File: src/triangle_tangent_bitangent_assert.svh
// assertion macros for the tangent/bitangent block
`ifndef TRIANGLE_TANGENT_BITANGENT_ASSERT_SVH
`define TRIANGLE_TANGENT_BITANGENT_ASSERT_SVH

// same-cycle implication
`define TBT_ASSERT_NOW(lbl, clk, rstn, ante, cons) \
    lbl: assert property (@(posedge clk) disable iff (!rstn) (ante) |-> (cons)) \
        else $error("tbt check failed");

// next-cycle implication
`define TBT_ASSERT_NEXT(lbl, clk, rstn, ante, cons) \
    lbl: assert property (@(posedge clk) disable iff (!rstn) (ante) |=> (cons)) \
        else $error("tbt check failed");

`endif

File: src/tbt_pkg.sv
`default_nettype none
package tbt_pkg;
    localparam int FRAC_BITS = 16;
    localparam int DW = 33;          // edge delta width
    localparam int PW = 66;          // product width
    localparam int CW = 67;          // cross term width
    localparam int MW = 66;          // cross magnitude width
    localparam int NW = MW + FRAC_BITS;
    localparam int QW = 32;
    localparam int CMPW = MW + QW;
    localparam int NCROSS = 7;
    localparam int NSTEP = 2 * NCROSS;

    typedef struct packed {
        logic [2:0][DW-1:0] dp1;
        logic [2:0][DW-1:0] dp2;
        logic [DW-1:0] du1;
        logic [DW-1:0] dv1;
        logic [DW-1:0] du2;
        logic [DW-1:0] dv2;
    } job_t;
endpackage
`default_nettype wire

File: src/tbt_fifo.sv
`default_nettype none
module tbt_fifo
    import tbt_pkg::*;
(
    input  wire logic aclk,
    input  wire logic aresetn,
    input  wire logic push,
    input  job_t      push_data,
    output logic      full,
    input  wire logic pop,
    output logic      not_empty,
    output job_t      pop_data
);
    job_t       mem_reg [2];
    logic       wr_ptr_reg;
    logic       rd_ptr_reg;
    logic [1:0] count_reg;

    assign full      = (count_reg == 2'd2);
    assign not_empty = (count_reg != 2'd0);
    assign pop_data  = mem_reg[rd_ptr_reg];

    always_ff @(posedge aclk) begin
        if (!aresetn) begin
            wr_ptr_reg <= 1'b0;
            rd_ptr_reg <= 1'b0;
            count_reg  <= 2'd0;
        end else begin
            if (push && !full) begin
                mem_reg[wr_ptr_reg] <= push_data;
                wr_ptr_reg <= ~wr_ptr_reg;
            end
            if (pop && not_empty) begin
                rd_ptr_reg <= ~rd_ptr_reg;
            end
            count_reg <= count_reg + 2'((push && !full) ? 1 : 0)
                                   - 2'((pop && not_empty) ? 1 : 0);
        end
    end
endmodule
`default_nettype wire

File: config.mk
export PLATFORM = sky130hd
export DESIGN_NAME = tbt_fifo
export DESIGN_NICKNAME = d
export VERILOG_FILES = /design/src/triangle_tangent_bitangent_assert.svh /design/src/tbt_pkg.sv /design/src/tbt_fifo.sv
export SDC_FILE = /design/constraint.sdc
export NUM_CORES = 1
export LEC_CHECK = 0
export ABC_AREA = 1
export ABC_CLOCK_PERIOD_IN_PS = 30800
export BUFFER_PORTS_ARGS = -buffer_cell sky130_fd_sc_hd__buf_2
export CORE_ASPECT_RATIO = 1.5
export CORE_UTILIZATION = 30
export CTS_CLUSTER_DIAMETER = 120
export DETAILED_ROUTE_END_ITERATION = 16
export SLEW_MARGIN = 30
export SYNTH_ARGS = -nofsm -noshare
export SYNTH_HDL_FRONTEND = slang
export SYNTH_SLANG_ARGS = --single-unit
export TNS_END_PERCENT = 1
File: constraint.sdc
create_clock -name aclk -period 30.8 [get_ports aclk]
set_input_delay 6.16 -clock aclk [delete_from_list [all_inputs] [get_ports aclk]]
set_output_delay 6.16 -clock aclk [all_outputs]
set_load 0.005 [all_outputs]
==> results of run 1 <==
-- synthesized netlist by cell type (all sizes together) --
master    n
dfxtp     5
nor2     10
nand3     2
ha        2
nand2     8
buf      37
mux2    330
edfxtp  660
inv      10
o21ai     2
a21oi     1
-- critical path, delay by kind of cell (launching register included) --
kind | cells | cell delay [ns]
buffers and inverters | 4 | 2.35
DFF | 1 | 0.91
muxes | 1 | 0.35
-- power breakdown --
group | switching [mW] | internal, mW | total (mW) | leakage (nW)
logic | 0.231 | 0.272 | 0.503 | 5.09
clock network | 0.344 | 0.481 | 0.825 | 1.09
registers | 0.0298 | 1.09 | 1.12 | 6.09
-- how the worst min path moves through the flow --
stage | from | endpoint | slack, ns | cells after the start
after CTS | rd_ptr_reg$_SDFFE_PN0P_ | rd_ptr_reg$_SDFFE_PN0P_ | 0.53 | 2
final | rd_ptr_reg$_SDFFE_PN0P_ | rd_ptr_reg$_SDFFE_PN0P_ | 0.53 | 2
after global placement | rd_ptr_reg$_SDFFE_PN0P_ | rd_ptr_reg$_SDFFE_PN0P_ | 0.49 | 2
after floorplan | rd_ptr_reg$_SDFFE_PN0P_ | flop | 0.47 | 2
after global routing | rd_ptr_reg$_SDFFE_PN0P_ | flop | 0.58 | 2
after detailed placement | rd_ptr_reg$_SDFFE_PN0P_ | rd_ptr_reg$_SDFFE_PN0P_ | 0.51 | 2
-- metal layers --
| metal | wire length, um | GRT usage (%) | up-vias |
|---|---|---|---|
| li1 | - | - | 5682 |
| met1 | 19800 | 12.6 | 6232 |
| met2 | 30800 | 23.5 | 561 |
| met3 | 5110 | 4.75 | 163 |
| met4 | 3140 | 8.56 | 18 |
| met5 | 117 | 0 | - |
-- cells in the final DEF (no fill, tap or decap), types with 3 or more instances in the layout --
master      instances
buf_12              4
buf_16              3
buf_2             665
buf_4               5
bufinv_16           7
clkbuf_1           13
clkbuf_16          70
clkinv_1           11
clkinv_2            9
clkinvlp_4          3
dfxtp_1             4
diode_2            14
edfxtp_1          660
inv_1               9
mux2_2             30
mux2_4            300
nand2_1             8
nor2_1              9
-- stage by stage --
step                hold WS (ns)  total power, mW  utilization, %  worst slack (ns)  instances
finish                     0.533             2.44            38.3             20.21       2966
CTS                        0.525             2.48            38.1             20.12       2948
detailed placement         0.508             1.65            35.4             20.81       2827
floorplan                  0.467             1.51               -              9.84       1067
global placement           0.491             1.64            35.4             20.89       2827
global route               0.579             2.55            38.3             19.96       2963
-- final cells by class --
type / count / area [sq um]
Antenna cell: 14 / 35.0
Clock buffer: 83 / 1800
Clock inverter: 38 / 450
Fill cell: 7827 / 51900
Inverter: 10 / 45.0
Multi-Input combinational cell: 355 / 4970
Sequential cell: 665 / 19900
Tap cell: 1122 / 1400
Timing Repair Buffer: 679 / 3550
-- cells by family (layout without fill, tap and decap cells) --
| group | after synthesis | in the layout | synth area share (%) |
|---|---|---|---|
| buf+inv | 47 | 810 | 2.83 |
| other cells | 0 | 14 | 0 |
| mux | 330 | 330 | 18.9 |
| compound gates | 3 | 3 | 0.0586 |
| flops | 665 | 665 | 77.8 |
| simple gates | 20 | 20 | 0.303 |
| fa+ha+maj | 2 | 2 | 0.0977 |
==> results.cfg, run 1 <==
[detailed_routing]
drc = 0
dr.pass1.iters = 4
drtIter0Drc = 564
vias = 12700
finalWirelength_um = 59000
ant_nets = 0
avgRoutedWirePerCell_um = 19.9
vias_per_cell = 4.27

[synthesis]
syn_inst = 1067
synth_top_area_share_pct = 77.4
syn-cell-area_sq_um = 25600
ys_seq_area_share_pct = 77.8
synth-seq-cells = 665
yosys.area.top_type = edfxtp_1
synthTopCellsByArea = edfxtp_1 77%, mux2_4 18%, buf_12 2.6%, mux2_2 1.3%, dfxtp_1 0.39%
synth_nets = 1403
synth_cell_type_count = 14
avgSynthCellArea_sq_um = 24.0
yosysWarnings = 0

[final_layout]
drive_above_1_share_pct = 60.6
design_area_sq_um = 32200
largest_reg_flops = 660
layout.nets = 2115
area_growth_pct = 25.7

[clocking]
numClockSinks = 665
path_clk_slew_ns = 0.06
cts-buffers-inserted = 68
worstSkewPairLatency_ns = 0.61
htreeDepth = 3
clock_tree.buffer_depth = 3
cts_resized = 0
cts_root_buffer = clkbuf_16
cts_tree = yes
post-cts-setup-buffers = 0
holdBufCountCts = 0

[die]
die_w_um = 241
row_count = 130
die_y_um = 360
dieArea_sq_um = 86500
pin_count = 666
core_area_sq_um = 84100
initial_core_util_pct = 30.4

[sta]
setup_tns_ns = 0
setup_viol = 0
max_slew.worst_pin.slew_ns = 0.954
slew_violations = 0
rsz0062_at_grt = no
relSlewSlack_pct = 36.4
finalHoldViolCount = 0
layout_min_cycle_time_ns = 10.59
clock_skew_ns = 0.0268
max_freq_mhz = 94.4
fin_crit_sh_pct = 34.4

[global_routing]
globalRouteOverflowTotal = 0
grt_first_pass_wirelength_um = 84500
grt_max_degree = 155
antenna_found_initial = 27
first_global_vias = 13800
track_usage_pct = 13.2

[setup_path]
r2r_end = mem_reg[0][273]$_DFFE_PP_
crit_slowest_cell = dfxtp_4
cp.arrival_ns = 4.43
worstReg2RegStart = count_reg[1]$_SDFF_PN0_
critPathCapture = pop_data[168]
crit_path_cell_trace = buf_4, buf_4, buf_4, mux2_4, buf_2
critPathRequiredTime_ns = 24.64
path_common_cell = buf_4
path_class = flop to primary output
end_kind = primary output
r2r_slack_ns = 27.99
crit_path_max_fanout = 53
critPathMaxStageDelay_ns = 0.91
critPathLaunchType = flop
r2r_cells = 7

[power_and_ir_drop]
power_density_nw_per_um2 = 75.9
ir_drop_uv = 70.0
power.leakage_nw = 12.3

[placement]
dpl_cell_area_sq_um = 29800
place.port_buffers = 665
dp_hpwl_um = 41700
place_congestion = 0.849

[hold_path]
holdCritPathClass = flop to flop

[job]
cap_violations = 0

[outcome]
status = finished clean
(Power assumes the default switching activity.)
==> run 2: changes to the inputs <==
--- a/config.mk
+++ b/config.mk
@@ -5,8 +5,8 @@
 export SDC_FILE = /design/constraint.sdc
 export NUM_CORES = 1
 export LEC_CHECK = 0
-export ABC_AREA = 1
-export ABC_CLOCK_PERIOD_IN_PS = 30800
+export ABC_AREA = 0
+export ABC_CLOCK_PERIOD_IN_PS = 10400
 export BUFFER_PORTS_ARGS = -buffer_cell sky130_fd_sc_hd__buf_2
 export CORE_ASPECT_RATIO = 1.5
 export CORE_UTILIZATION = 30
==> constraint.sdc (replaced) <==
create_clock -name aclk -period 10.4 [get_ports aclk]
set_input_delay 2.08 -clock aclk [delete_from_list [all_inputs] [get_ports aclk]]
set_output_delay 2.08 -clock aclk [all_outputs]
set_load 0.005 [all_outputs]
==> results.cfg, run 2 <==
[outcome]
status = finished clean

[clocking]
numClockSinks = 665
worstSkewPairLatency_ns = 0.61
cts_tree = yes
clock_tree.buffer_depth = 3
cts_resized = 0
cts-buffers-inserted = 66
htreeDepth = 3
cts_root_buffer = clkbuf_16
post-cts-setup-buffers = 0
holdBufCountCts = 0
path_clk_slew_ns = 0.06

[setup_path]
r2r_slack_ns = 7.60
end_kind = primary output
worstReg2RegStart = count_reg[0]$_SDFF_PN0_
critPathRequiredTime_ns = 8.32
critPathMaxStageDelay_ns = 0.85
r2r_cells = 6
crit_path_max_fanout = 83
cp.depth = 4
critPathBufInv = 3
cp.arrival_ns = 2.99
crit_path_cell_trace = buf_12, buf_16, mux2_4, buf_2
crit_slowest_cell = dfxtp_4
critPathLaunchType = flop
path_delay_family = buffers and inverters
path_class = flop to primary output
r2r_end = mem_reg[1][145]$_DFFE_PP_

[synthesis]
avgSynthCellArea_sq_um = 24.3
synth_edf_count = 660
postSynth.asyncResetShare_pct = 0
synth_top_area_share_pct = 77.5
yosysMostFrequentCell = edfxtp_1
synth-seq-cells = 665
yosysWarnings = 0
syn_inst = 1053
synth_nets = 1389
synthTopCellsByArea = edfxtp_1 77%, mux2_4 18%, buf_12 2.6%, mux2_2 1.3%, dfxtp_1 0.39%
netlist_top_cells_count = 660 x edfxtp_1, 300 x mux2_4, 33 x buf_12, 30 x mux2_2, 5 x dfxtp_1
syn-cell-area_sq_um = 25600
yosys.area.top_type = edfxtp_1
synth_ff_type = edfxtp_1
ys_seq_area_share_pct = 77.8
synth_cell_type_count = 20

[job]
cap_violations = 0

[global_routing]
first_global_vias = 13400
antenna_found_initial = 20
grt_max_degree = 139
track_usage_pct = 12.3
grt_first_pass_wirelength_um = 79100
globalRouteOverflowTotal = 0

[sta]
slew_violations = 0
fin_crit_sh_pct = 48.8
max_freq_mhz = 197
max_slew.worst_pin.slew_ns = 1.06
setup_viol = 0
rsz0062_at_grt = no
layout_min_cycle_time_ns = 5.07
clock_skew_ns = 0.0136
setup_tns_ns = 0
relSlewSlack_pct = 29.3
hold-worst-slack_ns = 0.549
finalHoldViolCount = 0

[placement]
place_congestion = 0.779
dp_hpwl_um = 38100
dpl_cell_area_sq_um = 29800
place.port_buffers = 665

[power_and_ir_drop]
ir_drop_uv = 251
p_int_mw = 5.28
power.leakage_nw = 12.1
p_comb_share_pct = 21.3
clkPwrFrac_pct = 32.3
switching_share_pct = 24.8
power_density_nw_per_um2 = 220
seq_power_share_pct = 46.4
p_sw_mw = 1.74

[detailed_routing]
dr.pass1.iters = 4
vias = 12400
drtIter0Drc = 516
ant_nets = 0
finalWirelength_um = 55100
avgRoutedWirePerCell_um = 18.7
drc = 0
vias_per_cell = 4.23

[hold_path]
min_from = wr_ptr_reg$_SDFFE_PN0P_
whs_endpoint = wr_ptr_reg$_SDFFE_PN0P_
holdCritPathClass = flop to flop
timing.hold.worst_path_depth = 2

[die]
die_y_um = 360
initial_core_util_pct = 30.4
die_w_um = 240
dieArea_sq_um = 86500
pin_count = 666
core_area_sq_um = 84100
row_count = 130

[final_layout]
largest_reg_flops = 660
final_cell_mix = 665 x buf_2, 660 x edfxtp_1, 300 x mux2_4
layout.nets = 2100
area_growth_pct = 24.8
final_common_cell = buf_2
design_area_sq_um = 31900
fill_cells = 7804
drive_above_1_share_pct = 61.1
-- run 2: worst max-delay path by stage --
stage               start                         to  slack (ns)
floorplan            push    mem_reg[1][0]$_DFFE_PP_        -0.1
global placement     push  mem_reg[1][143]$_DFFE_PP_        5.74
detailed placement   push  mem_reg[1][147]$_DFFE_PP_        5.69
CTS                  flop               pop_data[20]        5.30
global route         flop              pop_data[316]        5.16
finish               flop              pop_data[212]        5.33
-- run 2: cell families (layout without fill, tap and decap cells) --
| logic type | after synthesis | count (layout) | share of synthesized area, % |
|---|---|---|---|
| flops | 665 | 665 | 77.8 |
| mux | 330 | 330 | 18.9 |
| buf+inv | 40 | 793 | 2.73 |
| simple gates | 11 | 11 | 0.244 |
| xor+xnor | 3 | 3 | 0.103 |
| fa+ha+maj | 2 | 2 | 0.0978 |
| compound gates | 2 | 2 | 0.0538 |
| other cells | 0 | 9 | 0 |
-- run 2: power groups by stage --
stage	sequential [mW]	combinational, mW	clock (mW)
after floorplan	3.32	1.11	0
after global placement	3.30	1.51	0
after detailed placement	3.31	1.52	0
after CTS	3.26	1.52	2.35
after global routing	3.27	1.61	2.44
final	3.25	1.50	2.26
-- run 2: through the flow --
stage               std cells  total power [mW]  util, %  setup WS (ns)
floorplan                1053              4.42        -        -0.0963
global placement         2815              4.81     35.4           5.74
detailed placement       2815              4.83     35.4           5.69
CTS                      2925              7.13     37.8           5.30
global route             2935              7.31     38.0           5.16
finish                   2937              7.01     38.0           5.33
-- run 2: tightest hold or removal path, delay by kind of cell, from the launching register on --
family	cells	cell delay, ns
compound gates	1	0.07
flops	1	0.35
simple gates	1	0.08
-- run 2: area by class of cell --
cell class              count  area (sq um)  share of cell area [%]
flip-flops and latches    665         19900                    62.4
multi-input cells         348          4980                    15.6
repair buffers            680          3550                    11.1
clock buffers              82          1730                    5.42
well taps                1122          1400                    4.40
clock inverters            28           303                   0.948
diodes                      9          22.5                  0.0705
inverters                   3          11.3                  0.0353
-- run 2: layer usage --
layer	up-vias	global-route usage [%]	part of all wire, %
li1	5632	-	-
met1	6100	12.1	34
met2	523	21.6	51
met3	137	5.51	11
met4	18	5.79	3.7
met5	-	0	0.20
