## src/triangle_tangent_bitangent_assert.svh

```systemverilog
// assertion macros for the tangent/bitangent block
`ifndef TRIANGLE_TANGENT_BITANGENT_ASSERT_SVH
`define TRIANGLE_TANGENT_BITANGENT_ASSERT_SVH

// same-cycle implication
`define TBT_ASSERT_NOW(lbl, clk, rstn, ante, cons) \
    lbl: assert property (@(posedge clk) disable iff (!rstn) (ante) |-> (cons)) \
        else $error("tbt check failed");

// next-cycle implication
`define TBT_ASSERT_NEXT(lbl, clk, rstn, ante, cons) \
    lbl: assert property (@(posedge clk) disable iff (!rstn) (ante) |=> (cons)) \
        else $error("tbt check failed");

`endif

```

## src/tbt_pkg.sv

```systemverilog
`default_nettype none
package tbt_pkg;
    localparam int FRAC_BITS = 16;
    localparam int DW = 33;          // edge delta width
    localparam int PW = 66;          // product width
    localparam int CW = 67;          // cross term width
    localparam int MW = 66;          // cross magnitude width
    localparam int NW = MW + FRAC_BITS;
    localparam int QW = 32;
    localparam int CMPW = MW + QW;
    localparam int NCROSS = 7;
    localparam int NSTEP = 2 * NCROSS;

    typedef struct packed {
        logic [2:0][DW-1:0] dp1;
        logic [2:0][DW-1:0] dp2;
        logic [DW-1:0] du1;
        logic [DW-1:0] dv1;
        logic [DW-1:0] du2;
        logic [DW-1:0] dv2;
    } job_t;
endpackage
`default_nettype wire

```

## src/tbt_front.sv

```systemverilog
`default_nettype none
module tbt_front
    import tbt_pkg::*;
(
    input  wire logic        aclk,
    input  wire logic        aresetn,
    input  wire logic        s_valid,
    output logic             s_ready,
    input  wire logic [31:0] s_pos_x,
    input  wire logic [31:0] s_pos_y,
    input  wire logic [31:0] s_pos_z,
    input  wire logic [31:0] s_tex_u,
    input  wire logic [31:0] s_tex_v,
    input  wire logic        s_end_of_mesh,
    output logic             job_push,
    output job_t             job_data,
    input  wire logic        job_full
);
    logic [1:0]       phase_reg;
    logic [2:0][31:0] pos0_reg;
    logic [2:0][31:0] pos1_reg;
    logic [31:0]      u0_reg, v0_reg, u1_reg, v1_reg;
    logic [2:0][31:0] pin;
    logic             take;

    function automatic logic [DW-1:0] sdiff(input logic [31:0] a, input logic [31:0] b);
        sdiff = {a[31], a} - {b[31], b};
    endfunction

    assign pin     = {s_pos_z, s_pos_y, s_pos_x};
    assign s_ready = (phase_reg != 2'd2) || !job_full;
    assign take    = s_valid && s_ready;
    assign job_push = take && (phase_reg == 2'd2);

    always_comb begin
        for (int c = 0; c < 3; c++) begin
            job_data.dp1[c] = sdiff(pos1_reg[c], pos0_reg[c]);
            job_data.dp2[c] = sdiff(pin[c], pos0_reg[c]);
        end
        job_data.du1 = sdiff(u1_reg, u0_reg);
        job_data.dv1 = sdiff(v1_reg, v0_reg);
        job_data.du2 = sdiff(s_tex_u, u0_reg);
        job_data.dv2 = sdiff(s_tex_v, v0_reg);
    end

    always_ff @(posedge aclk) begin
        if (!aresetn) begin
            phase_reg <= 2'd0;
        end else if (take) begin
            if (phase_reg == 2'd0) begin
                pos0_reg <= pin;
                u0_reg   <= s_tex_u;
                v0_reg   <= s_tex_v;
            end
            if (phase_reg == 2'd1) begin
                pos1_reg <= pin;
                u1_reg   <= s_tex_u;
                v1_reg   <= s_tex_v;
            end
            // end of mesh drops a partial triangle
            if (phase_reg == 2'd2 || s_end_of_mesh) begin
                phase_reg <= 2'd0;
            end else begin
                phase_reg <= phase_reg + 2'd1;
            end
        end
    end
endmodule
`default_nettype wire

```

## config.mk

```make
export PLATFORM = sky130hd
export DESIGN_NAME = tbt_front
export DESIGN_NICKNAME = d
export VERILOG_FILES = /design/src/triangle_tangent_bitangent_assert.svh /design/src/tbt_pkg.sv /design/src/tbt_front.sv
export SDC_FILE = /design/constraint.sdc
export NUM_CORES = 1
export LEC_CHECK = 0
export BUFFER_PORTS_ARGS = -buffer_cell sky130_fd_sc_hd__buf_2
export CAP_MARGIN = 40
export CORE_ASPECT_RATIO = 2
export CORE_MARGIN = 2
export CORE_UTILIZATION = 34
export CTS_CLUSTER_DIAMETER = 60
export DETAILED_ROUTE_END_ITERATION = 6
export PLACE_DENSITY = 0.53
export SETUP_SLACK_MARGIN = 0.05
export SYNTH_ARGS = -nofsm -noshare
export SYNTH_HDL_FRONTEND = slang
export SYNTH_SLANG_ARGS = --single-unit
```

## constraint.sdc

```tcl
create_clock -name aclk -period 4.8 [get_ports aclk]
set_input_delay 0.48 -clock aclk [delete_from_list [all_inputs] [get_ports aclk]]
set_output_delay 0.48 -clock aclk [all_outputs]
set_load 0.05 [all_outputs]
```

==> results of run 1 <==
-- per-layer routing --
metal / global-route usage (%) / wire length, microns
met3: 7.64 / 7630
met1: 20.6 / 29900
met5: 0 / 149
met4: 8.07 / 3070
met2: 40.4 / 43600
-- worst paths after layout --
| kind | to |
|---|---|
| setup / recovery | job_data[197] |
| hold reg to reg | phase_reg[1] |
| setup reg to reg | v1_reg[8] |
| hold / removal | pos1_reg[27] |
-- through the flow --
step	power, mW	worst slack [ps]
3_3_place_gp	7.30	400
5_1_grt	10.6	11.6
2_1_floorplan	6.24	551
6_report	10.2	239
4_1_cts	10.3	46.5
3_5_place_dp	7.33	376
-- cell type report --
cell class                 instances  area (sq um)
fill                            7397         43400
multi-input combinational       2003         14900
sequential                       322          9650
timing repair buffer             511          2680
tap                              929          1160
clock buffer                      48          1020
inverter                         261           980
clock inverter                    19           159
antenna                           11          27.5
-- synth_stat cells (4+ instances only) --
| cell | instances |
|---|---|
| a221o_1 | 6 |
| o211ai_1 | 16 |
| nor2b_1 | 46 |
| o31a_1 | 8 |
| clkbuf_1 | 12 |
| o21ai_1 | 30 |
| xnor2_1 | 172 |
| a211o_1 | 9 |
| a31o_2 | 9 |
| a221oi_1 | 4 |
| o21bai_1 | 20 |
| or3_1 | 12 |
| nand2_1 | 159 |
| a211oi_1 | 27 |
| mux2i_1 | 5 |
| o21ai_0 | 116 |
| a311oi_1 | 4 |
| inv_1 | 261 |
| and2_1 | 14 |
| a41o_1 | 4 |
| fa_1 | 10 |
| or2_2 | 8 |
| a21oi_1 | 224 |
| o21a_1 | 35 |
| xor2_1 | 83 |
| nand3_1 | 44 |
| nand4_1 | 27 |
| nand2b_1 | 45 |
| nor3b_1 | 5 |
| and4_1 | 8 |
| a2111oi_0 | 5 |
| edfxtp_1 | 320 |
| a21boi_1 | 13 |
| a21boi_0 | 12 |
| and3_1 | 26 |
| o2111ai_1 | 5 |
| nor3_1 | 33 |
| a41oi_1 | 7 |
| a31oi_1 | 33 |
| nor2_1 | 165 |
| ha_1 | 323 |
| o31ai_1 | 7 |
| a21o_1 | 167 |
-- report_power, final --
| group | total, mW | switching, mW | internal (mW) |
|---|---|---|---|
| sequential | 3.22 | 0.0233 | 3.20 |
| combinational | 4.07 | 2.99 | 1.09 |
| clock | 2.88 | 1.26 | 1.62 |
-- critical path: cells and delay by family (launching register included) --
kind                     cells  cell delay, ps
AO/OA/AOI/OAI                9            2020
buffers and inverters        1             230
adder cells (fa/ha/maj)      2             700
flip-flops                   1             400
AND/OR/NAND/NOR              1             150
-- cells by family after synthesis --
family | after synthesis | share of synthesized area, %
AO/OA/AOI/OAI | 803 | 20.7
AND/OR/NAND/NOR | 607 | 11.6
adder cells (fa/ha/maj) | 333 | 16.7
flip-flops | 322 | 38.0
buffers and inverters | 274 | 4.07
XOR/XNOR | 255 | 8.80
multiplexers | 5 | 0.197
-- what timing repair did --
action                                 4_1_cts  5_1_grt
pin swaps                                    1        6
endpoints found under the hold margin        0        0
resized for setup                            9       29
buffers inserted                             1        3
setup endpoints to repair                    9       30
==> flow_summary.yaml, run 1 <==
run_status:
  status: "complete, no violations"
critical_path:
  crit_slowest_cell: "fa_1"
  worstPathCellList: "ha_1 -> fa_1 -> nor2b_1 -> o21ai_1 -> a21boi_2 -> o2111ai_2 -> a21boi_2 -> a211oi_2 -> o31a_1 -> o221a_2 -> a2111oi_1 -> a211oi_1 -> buf_2"
  crit_start: "pos0_reg[32]"
  critPathMaxFanout: 5
  r2r_cells: 6
  crit_type: "register to output pin"
  critPathRequiredTime_ps: 4320
  critPathMostFrequentCell: "a21boi_2"
  r2r-start: "phase_reg[0]"
  worstPathArrival_ps: 4080
  worst_setup_path_start_kind: "register"
  slowest_delay_ps: 430
  r2r_slack_ps: 2230
  endpoint_kind: "output pin"
synthesis:
  synthCells: 2599
  synth_edf_count: 320
  async_flop_share_pct: 0
  yosys_warnings: 0
  synthFlopType: "edfxtp_1"
  syn_area_per_cell_sq_um: 9.77
  synth.area.top_cells: "edfxtp_1 (38%), ha_1 (16%), xnor2_1 (5.9%)"
  yosysTopAreaCellShare_pct: 37.8
  synth_top_area_cell: "edfxtp_1"
  syn_nets: 3097
  ys_types: 79
  synth_seq_area_share_pct: 38.0
  syn-cell-area_sq_um: 25400
  synth-seq-cells: 322
clocking:
  clk_latency_ps: 570
  cts.sinks: 322
  cts_root_buf: "clkbuf_16"
  clk_path_buf_depth: 3
  htree_levels: 2
  postCtsHoldBufs: 0
  cts_tree: "built"
  clk_pin_slew_ps: 60
  cts_made_buffers: 39
sta:
  hold_viol: 0
  finalMaxSlewViolations: 0
  hold_ws_ps: 114
  relSlewSlack_pct: 45.8
  period_share_pct: 95.0
  finalSetupTns_ps: 0
  finClkSkew_ps: 21.6
  worstMarginPinSlew_ps: 814
  layout_min_cycle_time_ps: 4560
  rsz0062_at_grt: "true"
  setup_viol: 0
  timing.fmax_ghz: 0.219
floorplanning:
  dieArea_sq_um: 77000
  die_y_microns: 390
  dieWidth_microns: 197
  io_pins: 497
  core_area_sq_um: 73900
  initial_core_util_pct: 34.4
  fp-row-count: 141
finish:
  fin_util_pct: 41.3
  postLayoutCellArea_sq_um: 30500
  synthToLayoutAreaGrowth_pct: 20.3
  drive_above_1_share_pct: 19.7
  nets: 3636
  layout_commonest_cell: "buf_2"
  fin_cells: 4104
  final_cell_mix: "buf_2 (490), ha_1 (323), edfxtp_1 (320), inv_1 (261), a21oi_1 (220)"
pwr:
  ir_drop_mv: 0.230
  power_density_nw_per_um2: 333
  power.leakage_nw: 14.1
drt:
  viasPerCell: 5.31
  drc: 0
  drt_first_pass_iters: 4
  num_vias: 21800
  ant_nets: 0
  wl_per_cell_microns: 20.6
  drt_iter0_markers: 749
  wirelength_microns: 84400
global_routing:
  grt_usage_pct: 21.3
  grt_start_max_net_pins: 72
  antenna_found_initial: 27
  grt_pass1_wl_microns: 127000
  grt_pass1_vias: 22600
  grt-ovfl-total: 0
placed_design:
  placed_cells: 4022
  io_buffers: 496
  dpl_cell_area_sq_um: 29100
  post-dp-hpwl_microns: 68400
  place.gp.congestion: 0.917
worst_hold_path:
  hold_path.class: "input port to register"
  whs_path_depth: 1
  hold_path.startpoint: "s_pos_x[27]"
flow_run:
  max-cap-violations: 0
Note: power is estimated with default switching activity, not from simulation.
==> run 2, diff against run 1 <==
==> constraint.sdc (replaced) <==
create_clock -name aclk -period 4 [get_ports aclk]
set_input_delay 0.4 -clock aclk [delete_from_list [all_inputs] [get_ports aclk]]
set_output_delay 0.4 -clock aclk [all_outputs]
set_load 0.05 [all_outputs]
==> flow_summary.yaml, run 2 (synthesis results as in run 1) <==
run_status:
  status: "finished, violations left"
  violations: "setup timing"
placed_design:
  post-dp-hpwl_microns: 67800
  placed_cells: 4064
  place.gp.congestion: 0.925
  pre_cts_slack_ps: -32.4
  io_buffers: 496
global_routing:
  grt_pass1_vias: 23700
  antenna_found_initial: 29
  grt-ovfl-total: 0
  grt_usage_pct: 21.8
  grt_start_max_net_pins: 94
  grt_pass1_wl_microns: 131000
drt:
  num_vias: 22800
  drt_iter0_markers: 778
  ant_nets: 0
  wirelength_microns: 88100
  viasPerCell: 5.32
  wl_per_cell_microns: 20.5
  drc: 0
  drt_first_pass_iters: 5
sta:
  finalMaxSlewViolations: 0
  period_share_pct: 105
  finClkSkew_ps: 13.3
  timing.fmax_ghz: 0.239
  worstMarginPinSlew_ps: 666
  relSlewSlack_pct: 55.6
  setup_slack_ps: -181
  hold_viol: 0
  rsz0062_at_grt: "true"
  layout_min_cycle_time_ps: 4180
  setup_viol: 25
  finalSetupTns_ps: -1740
critical_path:
  worstPathArrival_ps: 3780
  r2r_end: "pos1_reg[91]"
  r2r_cells: 6
  r2r_slack_ps: 1770
  critPathRequiredTime_ps: 3600
  r2r-start: "phase_reg[0]"
  critPathMaxFanout: 3
  endpoint_kind: "output pin"
  crit_type: "register to output pin"
  worst_setup_path_start_kind: "register"
floorplanning:
  core_area_sq_um: 73900
  dieWidth_microns: 197
  initial_core_util_pct: 34.4
  io_pins: 497
  dieArea_sq_um: 77000
  fp-row-count: 141
  die_y_microns: 390
clocking:
  htree_levels: 2
  cts.sinks: 322
  cts_made_buffers: 39
  clk_latency_ps: 570
  clk_pin_slew_ps: 60
  cts_root_buf: "clkbuf_16"
  cts_tree: "built"
  clk_path_buf_depth: 3
pwr:
  ir_drop_mv: 0.403
  power_density_nw_per_um2: 373
  power.leakage_nw: 15.7
  finalPower_mw: 13.0
finish:
  synthToLayoutAreaGrowth_pct: 37.3
  nets: 3833
  fill_cells: 7067
  drive_above_1_share_pct: 32.2
  fin_cells: 4298
  final_cell_mix: "buf_2 (374), edfxtp_1 (320), ha_1 (284), inv_1 (243), buf_4 (199)"
  layout_commonest_cell: "buf_2"
  fin_util_pct: 47.2
worst_hold_path:
  hold_path.startpoint: "s_tex_v[22]"
  hold_path.class: "input port to register"
  hold_end: "v1_reg[22]"
  whs_path_depth: 1
flow_run:
  max-cap-violations: 0
==> run 2: cell count changes in the layout (fill, tap and decap cells not counted), moves of 42 or more <==
cell / change
a21oi_1: -45
buf_6: +69
dlygate4sd3_1: +49
a21oi_2: +42
buf_2: -116
buf_4: +185
==> run 2: final cells by class <==
type                       instances  area, sq um  area share (%)
antenna                            7         17.5          0.0502
clock buffer                      45          998            2.86
clock inverter                    23          194           0.556
inverter                         261          980            2.81
multi-input combinational       2003        17000            48.7
sequential                       322         9650            27.7
tap                              929         1160            3.33
timing repair buffer             708         4890            14.0
==> run 2: worst max path at each step <==
stage                             from       endpoint  slack [ps]  cells past startpoint
after global placement      s_pos_z[0]  job_data[230]         -40                     16
after floorplan             s_tex_u[0]   job_data[63]          60                     13
final                        v0_reg[9]   job_data[30]        -180                     13
after CTS                 pos0_reg[32]  job_data[294]        -240                     13
after detailed placement    s_pos_z[0]  job_data[230]         -30                     16
after global routing      pos0_reg[32]  job_data[197]        -360                     14
==> run 2: stage by stage <==
step                hold WS [ps]  instance area [sq um]
finish                      49.4                  34900
global route                17.2                  34900
CTS                       0.0913                  33200
detailed placement           610                  29500
global placement             582                  29500
floorplan                    499                  25400
==> run 2: routing by layer <==
layer / routed length (microns) / vias to the layer above / GRT usage [%] / part of all wire (%)
met3: 7720 / 208 / 7.99 / 8.8
met5: 226 / - / 0 / 0.26
met4: 3830 / 36 / 9.46 / 4.3
met1: 31100 / 11000 / 21.2 / 35
met2: 45300 / 647 / 40.6 / 51
li1: - / 11000 / - / -
==> run 2: worst max-delay path: stages, from the launching register on <==
cell      delay [ps]
edfxtp_1         380
inv_2             90
ha_4             200
a21o_1           170
a21o_1           160
a21o_1           170
or3_1            320
o211a_1          240
a221o_1          360
a211o_1          280
a21o_1           190
a31oi_1          210
xnor2_1          190
buf_4            250
==> run 2: timing repair <==
item / 4_1_cts / 5_1_grt
buffers inserted: 75 / 45
setup endpoints to repair: 137 / 133
resized for setup: 348 / 327
hold buffers: 49 / 0
cloned: 0 / 0
pin swaps: 151 / 181
hold endpoints to repair: 94 / 0
==> run 2: report_power, final <==
group	leakage [nW]	internal (mW)	switching [mW]
registers	2.95	3.84	0.0295
clock network	0.584	1.93	1.54
logic	12.1	1.81	3.86
total	15.7	7.59	5.43
